**config.mk**
```make
export PLATFORM = sky130hd
export DESIGN_NAME = numeric_keyword_recognizer_unit
export DESIGN_NICKNAME = d
export VERILOG_FILES = /design/src/rtl/core/nkr_pkg.sv /design/src/rtl/core/nkr_step.sv /design/src/rtl/core/numeric_keyword_recognizer_unit.sv
export SDC_FILE = /design/constraint.sdc
export NUM_CORES = 1
export LEC_CHECK = 0
export BUFFER_PORTS_ARGS = -buffer_cell sky130_fd_sc_hd__buf_4
export CAP_MARGIN = 20
export CORE_ASPECT_RATIO = 0.75
export CORE_UTILIZATION = 65
export DETAILED_ROUTE_END_ITERATION = 16
export GPL_ROUTABILITY_DRIVEN = 0
export PLACE_DENSITY = 0.85
export SLEW_MARGIN = 20
export SYNTH_ARGS = -nofsm -noshare
export SYNTH_HDL_FRONTEND = slang
export SYNTH_SLANG_ARGS = --single-unit
```
**constraint.sdc**
```tcl
create_clock -name clk -period 5.8 [get_ports clk]
set_input_delay 0.87 -clock clk [delete_from_list [all_inputs] [get_ports clk]]
set_output_delay 0.87 -clock clk [all_outputs]
set_load 0.005 [all_outputs]
```
**src/rtl/core/nkr_pkg.sv**
```systemverilog
// ----------------------------------------------------------------------------
// nkr_pkg
// Shared types, keyword codes and pattern tables of the numeric keyword
// recognizer.
// ----------------------------------------------------------------------------
package nkr_pkg;

  localparam int NUM_PAT  = 11;
  localparam int CHAR_W   = 8;
  localparam int CNT_W    = 4;
  localparam int KW_W     = 4;
  localparam int MAX_LEN  = 10;

  // keyword codes
  localparam logic [KW_W-1:0] KW_NONE    = 4'd0;
  localparam logic [KW_W-1:0] KW_MIN     = 4'd1;
  localparam logic [KW_W-1:0] KW_MAX     = 4'd2;
  localparam logic [KW_W-1:0] KW_DEFAULT = 4'd3;
  localparam logic [KW_W-1:0] KW_PINF    = 4'd4;
  localparam logic [KW_W-1:0] KW_NINF    = 4'd5;
  localparam logic [KW_W-1:0] KW_NAN     = 4'd6;
  localparam logic [KW_W-1:0] KW_UP      = 4'd7;
  localparam logic [KW_W-1:0] KW_DOWN    = 4'd8;

  // pattern text, right aligned: first character sits in the highest used byte
  localparam logic [8*MAX_LEN-1:0] PAT_TEXT [NUM_PAT] = '{
    "+INFINITY", "-INFINITY", "MINIMUM", "MAXIMUM", "DEFAULT",
    "INFINITY", "NINFINITY", "NOTANUMBER", "NAN", "UP", "DOWN"
  };

  localparam int PAT_LEN [NUM_PAT] = '{9, 9, 7, 7, 7, 8, 9, 10, 3, 2, 4};

  // bit n set: a still-matching token of length n is accepted
  localparam logic [15:0] PAT_ACCEPT [NUM_PAT] = '{
    16'h0210, 16'h0210, 16'h00F8, 16'h00F8, 16'h00F8, 16'h01F8,
    16'h03F0, 16'h07F0, 16'h0008, 16'h0004, 16'h0010
  };

  localparam logic [KW_W-1:0] PAT_CODE [NUM_PAT] = '{
    KW_PINF, KW_NINF, KW_MIN, KW_MAX, KW_DEFAULT, KW_PINF,
    KW_NINF, KW_NAN, KW_NAN, KW_UP, KW_DOWN
  };

  localparam logic [NUM_PAT-1:0] ALL_FLAGS = '1;

  // character i of pattern p (only meaningful for i below the pattern length)
  function automatic logic [CHAR_W-1:0] pat_byte(input int p, input int i);
    logic [8*MAX_LEN-1:0] txt;
    txt = PAT_TEXT[p] << (8 * (MAX_LEN - PAT_LEN[p]));
    return txt[8*MAX_LEN-1-8*i -: 8];
  endfunction

  typedef struct packed {
    logic [CNT_W-1:0]   cnt;
    logic [NUM_PAT-1:0] flags;
  } nkr_state_t;

endpackage

```
**src/rtl/core/nkr_step.sv**
```systemverilog
// ----------------------------------------------------------------------------
// nkr_step
// One character of update: case fold, per-pattern compare, saturating count,
// and the priority judge on the updated state.
// ----------------------------------------------------------------------------
module nkr_step
  import nkr_pkg::*;
(
  input  nkr_state_t        state_cur,
  input  logic [CHAR_W-1:0] char_code,
  input  logic              has_char,
  output nkr_state_t        state_nxt,
  output logic [KW_W-1:0]   keyword
);

  logic [CHAR_W-1:0] ch_up;
  logic [NUM_PAT-1:0] hit;

  // fold a-z only
  always_comb begin
    if (char_code inside {[8'h61:8'h7A]}) begin
      ch_up = char_code - 8'h20;
    end else begin
      ch_up = char_code;
    end
  end

  always_comb begin
    logic [CHAR_W-1:0] exp_ch;
    for (int p = 0; p < NUM_PAT; p++) begin
      exp_ch = '0;
      for (int i = 0; i < MAX_LEN; i++) begin
        if (i < PAT_LEN[p] && state_cur.cnt == CNT_W'(i)) begin
          exp_ch = pat_byte(p, i);
        end
      end
      hit[p] = (32'(state_cur.cnt) < PAT_LEN[p]) && (exp_ch == ch_up);
    end
  end

  always_comb begin
    state_nxt = state_cur;
    if (has_char) begin
      state_nxt.flags = state_cur.flags & hit;
      if (state_cur.cnt != '1) begin
        state_nxt.cnt = state_cur.cnt + 1'b1;
      end
    end
  end

  // lowest-indexed passing pattern wins
  always_comb begin
    keyword = KW_NONE;
    for (int p = NUM_PAT - 1; p >= 0; p--) begin
      if (state_nxt.flags[p] && PAT_ACCEPT[p][state_nxt.cnt]) begin
        keyword = PAT_CODE[p];
      end
    end
  end

endmodule

```
**src/rtl/core/numeric_keyword_recognizer_unit.sv**
```systemverilog
// ----------------------------------------------------------------------------
// numeric_keyword_recognizer_unit
// Character stream recognizer for numeric keywords (MIN, MAX, DEF, INF,
// NAN, UP, DOWN and their long forms), one verdict per token.
// ----------------------------------------------------------------------------
// verdict path: a beat marked tlast goes from the input register into the
//   result register once that is free, and its verdict shows on out_*
// throughput: one input beat per cycle unless a tlast beat waits on a full
//   result register; match state: a single register, updated by one nkr_step
// reset: synchronous active-low rst_n clears both valid flags and sets the
//   match state to count zero, all patterns still matching
module numeric_keyword_recognizer_unit
  import nkr_pkg::*;
(
  input  logic              clk,
  input  logic              rst_n,
  // input channel
  input  logic              in_tvalid,
  output logic              in_tready,
  input  logic [7:0]        in_tdata,   // [7:0] char_code
  input  logic              in_tuser,   // [0] has_char
  input  logic              in_tlast,   // last character of the token
  // result channel
  output logic              out_tvalid,
  input  logic              out_tready,
  output logic [7:0]        out_tdata,  // [3:0] keyword, [7:4] zero
  output logic              out_tuser   // [0] is_keyword
);

  // input register
  logic              s1_valid_r;
  logic [CHAR_W-1:0] s1_char_r;
  logic              s1_has_r;
  logic              s1_last_r;
  logic              s1_move;

  // token state and result register
  nkr_state_t        state_r;
  nkr_state_t        state_nxt;
  logic [KW_W-1:0]   kw_nxt;
  logic              out_valid_r;
  logic [KW_W-1:0]   out_kw_r;

  // a beat leaves the input register when it makes no result, or when the
  // result register is free or being drained this cycle
  assign s1_move   = s1_valid_r && (!s1_last_r || !out_valid_r || out_tready);
  assign in_tready = !s1_valid_r || s1_move;

  always_ff @(posedge clk) begin
    if (!rst_n) begin
      s1_valid_r <= 1'b0;
    end else if (in_tready) begin
      s1_valid_r <= in_tvalid;
    end
  end

  always_ff @(posedge clk) begin
    if (in_tready && in_tvalid) begin
      s1_char_r <= in_tdata;
      s1_has_r  <= in_tuser;
      s1_last_r <= in_tlast;
    end
  end

  nkr_step u_step (
    .state_cur (state_r),
    .char_code (s1_char_r),
    .has_char  (s1_has_r),
    .state_nxt (state_nxt),
    .keyword   (kw_nxt)
  );

  // token state: update per beat, back to reset after the closing beat
  always_ff @(posedge clk) begin
    if (!rst_n) begin
      state_r.cnt   <= '0;
      state_r.flags <= ALL_FLAGS;
    end else if (s1_move) begin
      if (s1_last_r) begin
        state_r.cnt   <= '0;
        state_r.flags <= ALL_FLAGS;
      end else begin
        state_r <= state_nxt;
      end
    end
  end

  // result register
  always_ff @(posedge clk) begin
    if (!rst_n) begin
      out_valid_r <= 1'b0;
    end else if (s1_move && s1_last_r) begin
      out_valid_r <= 1'b1;
    end else if (out_tready) begin
      out_valid_r <= 1'b0;
    end
  end

  always_ff @(posedge clk) begin
    if (s1_move && s1_last_r) begin
      out_kw_r <= kw_nxt;
    end
  end

  assign out_tvalid = out_valid_r;
  assign out_tdata  = {{(8 - KW_W){1'b0}}, out_kw_r};
  assign out_tuser  = (out_kw_r != KW_NONE);

`ifndef SYNTHESIS
  // an empty count means a fresh token: every pattern still alive
  a_fresh_flags: assert property (@(posedge clk) disable iff (!rst_n)
    (state_r.cnt == '0) |-> (state_r.flags == ALL_FLAGS))
    else $error("fresh token with cleared match flags");

  // closing beat returns the token state to its start
  a_close_clears: assert property (@(posedge clk) disable iff (!rst_n)
    (s1_move && s1_last_r) |=> (state_r.cnt == '0))
    else $error("token state not cleared after closing beat");

  // a closing beat never overwrites a result that is still waiting
  a_no_overrun: assert property (@(posedge clk) disable iff (!rst_n)
    (s1_move && s1_last_r && out_valid_r) |-> out_tready)
    else $error("result register overrun");

  // verdict code stays within the keyword range
  a_kw_range: assert property (@(posedge clk) disable iff (!rst_n)
    out_valid_r |-> (out_kw_r <= KW_DOWN))
    else $error("keyword code out of range");
`endif

endmodule
```
==> flow_summary_export.csv <==
group,metric,value,unit
outcome,outcome,"complete, no violations",
min_path,hold_path.class,"register to register",
global_routing,antenna_found_initial,0,
floorplan,chipHeight,65.0,microns
clock_tree,clk-insertion-delay-late,0.29,ns
finish,final_common_cell,"o21ai_0",
clock_tree,ctsResizeCount,0,
clock_tree,htreeDepth,2,
synth,syn_area,3440,sq um
power,combinationalPowerShare,19.7,%
flow_run,drv_cap,0,
clock_tree,clock_path_buffers,2,
timing,fin_crit,3.94,ns
timing,slew_headroom,31.8,%
global_routing,grt_pass1_vias,3197,
place,dp_hpwl,7040,microns
detailed_routing,post_drt_via_cell_ratio,7.12,
global_routing,overflow,0,
setup_path,required,5.92,ns
clock_tree,cts_hold_buffers,0,
floorplan,fp.dieW,86.0,microns
power,power.density,147,nW/um^2
clock_tree,clockRootBuffer,"clkbuf_8",
detailed_routing,drt-initial-drc-count,742,
clock_tree,cts_tree,"built",
synth,yosysSeqAreaShare,22.1,%
timing,worstMarginPinSlew,1.02,ns
synth,yosysTopAreaCellShare,12.2,%
detailed_routing,routedWlPerCell,19.1,microns
detailed_routing,dr_total_vias,3674,
finish,fin_area,3600,sq um
power,p_clk_share,31.4,%
detailed_routing,wirelength,9860,microns
clock_tree,cts_buffers,5,
setup_path,path_max_fanout,21,
setup_path,cp-start-kind,"register",
finish,final_net_count,463,
place,port-buffer-count,20,
floorplan,initial_core_util,69.0,%
floorplan,core_area,4980,sq um
setup_path,crit_arrival,4.07,ns
setup_path,worstSetupPathType,"register to register",
timing,fin_crit_sh,68.0,%
synth,ys_ff_latch,31,
timing,setup_viol,0,
clock_tree,clock-sinks,31,
power,p_switching,162,uW
timing,tns,0,ns
finish,drive_gt1_share,11.7,%
power,intPower,368,uW
synth,synthArstFlopShare,0,%
detailed_routing,drt_drc_violations_left,0,
place,dp_slack,2.09,ns
global_routing,grt_start_max_net_pins,33,
power,sw_frac_of_total,30.6,%
timing,skew,0.00714,ns
synth,yosysWarnings,0,
floorplan,ios,25,
global_routing,track_usage,36.9,%
timing,max_freq,253,MHz
clock_tree,post_cts_buffers,0,
finish,instances_no_fill,516,
synth,ys.flop_type,"dfxtp_1",
place,dp_cells,508,
timing,finalHoldViolations,0,
setup_path,end_kind,"register",
timing,post-route-worst-setup-slack,1.86,ns
timing,rsz0062_at_grt,"false",
finish,n_antenna_cell,0,
detailed_routing,antenna_left,0,
power,leakage,0.00131,uW
detailed_routing,drtPass1Iterations,6,
finish,layout_common_cells,"o21ai_0, nand2_1, a21oi_1",
clock_tree,clk_pin_slew,0.07,ns
floorplan,rows,22,
synth,synth_top_area_cell,"edfxtp_1",
synth,synth_enable_flop_cells,14,
synth,synth_cell_types,83,
synth,avgSynthCellArea,7.65,sq um
synth,synth.area.top_cells,"edfxtp_1, dfxtp_1, o21ai_0, a21oi_1, xnor2_1",
timing,maxSlewViolCount,0,
place,place_area,3510,sq um
global_routing,grt_pass1_wl,15800,microns
finish,area_growth_syn_to_layout,4.66,%
synth,syn_inst,449,
power,peakVddDrop,0.109,mV
floorplan,dieArea,5590,sq um
power,power_frac_seq,48.9,%
-- path summary, 6_finish.rpt --
check	from	endpoint	slack, ns	cells after the start
worst max-delay path	state_r[11]	out_kw_r[1]	1.86	9
worst min-delay path	state_r[10]	state_r[10]	0.46	2
worst max register to register	state_r[11]	out_kw_r[1]	1.86	9
worst min register to register	state_r[10]	state_r[10]	0.46	2
-- critical path: stages (launching register included) --
cell	delay [ns]
dfxtp_1	0.59
ha_1	0.73
inv_1	0.31
o2111a_1	0.34
or3_1	0.35
a222oi_1	0.47
nand4_1	0.26
o211ai_1	0.33
nand3_1	0.12
a311oi_1	0.27
-- Yosys cell counts (all sizes together), types with 7 or more instances --
cell,count
or2,7
and2,7
or3,7
nand3,13
a31oi,10
nor2,24
a211oi,7
edfxtp,14
nand2,32
o21ai,34
clkbuf,17
nand3b,7
nor3,15
buf,23
inv,17
xor2,8
and3,7
xnor2,17
a21oi,30
o211ai,8
nand2b,8
nor2b,12
dfxtp,17
-- state kept, by name, indices dropped and copies added (netlist names) --
signal / flops
state_r: 15
s1_char_r: 8
out_kw_r: 4
out_tvalid: 1
s1_has_r: 1
s1_last_r: 1
s1_valid_r: 1
-- metal layers --
layer  GRT usage (%)  part of all wire, %  vias up
li1                -                    -     1686
met1            52.2                   41     1650
met2            52.7                   41      300
met3            11.6                   15       38
met4            12.1                  2.8        0
met5               0                    0        -
-- cell type report --
class                      instances  area [sq um]
multi-input combinational        363          2410
fill                             393          1390
sequential                        31           761
timing repair buffer              24           180
tap                               72          90.1
clock buffer                       6          72.6
inverter                          18          67.6
clock inverter                     2          12.5
-- stage by stage --
| step | utilization (%) | total power, uW | hold WS, ns |
|---|---|---|---|
| after detailed placement | 70.5 | 364 | 0.455 |
| after floorplan | - | 337 | 0.432 |
| after CTS | 72.2 | 528 | 0.464 |
| final | 72.2 | 530 | 0.464 |
| after global routing | 72.2 | 553 | 0.500 |
| after global placement | 70.5 | 362 | 0.446 |
-- power by group through the flow --
stage	logic, uW	clock network (uW)	registers (uW)
2_1_floorplan	88.6	0	248
3_5_place_dp	101	0	263
6_report	105	166	259
4_1_cts	102	168	258
3_3_place_gp	99.6	0	262
5_1_grt	115	177	261
-- cells by family after synthesis --
logic type,synth area share (%)
compound gates,31.4
simple gates,28.0
xor+xnor,6.37
buf+inv,7.97
other cells,0.109
fa+ha+maj,2.18
mux,1.78
flops,22.1
No activity file was read; power rests on OpenSTA's default activity.
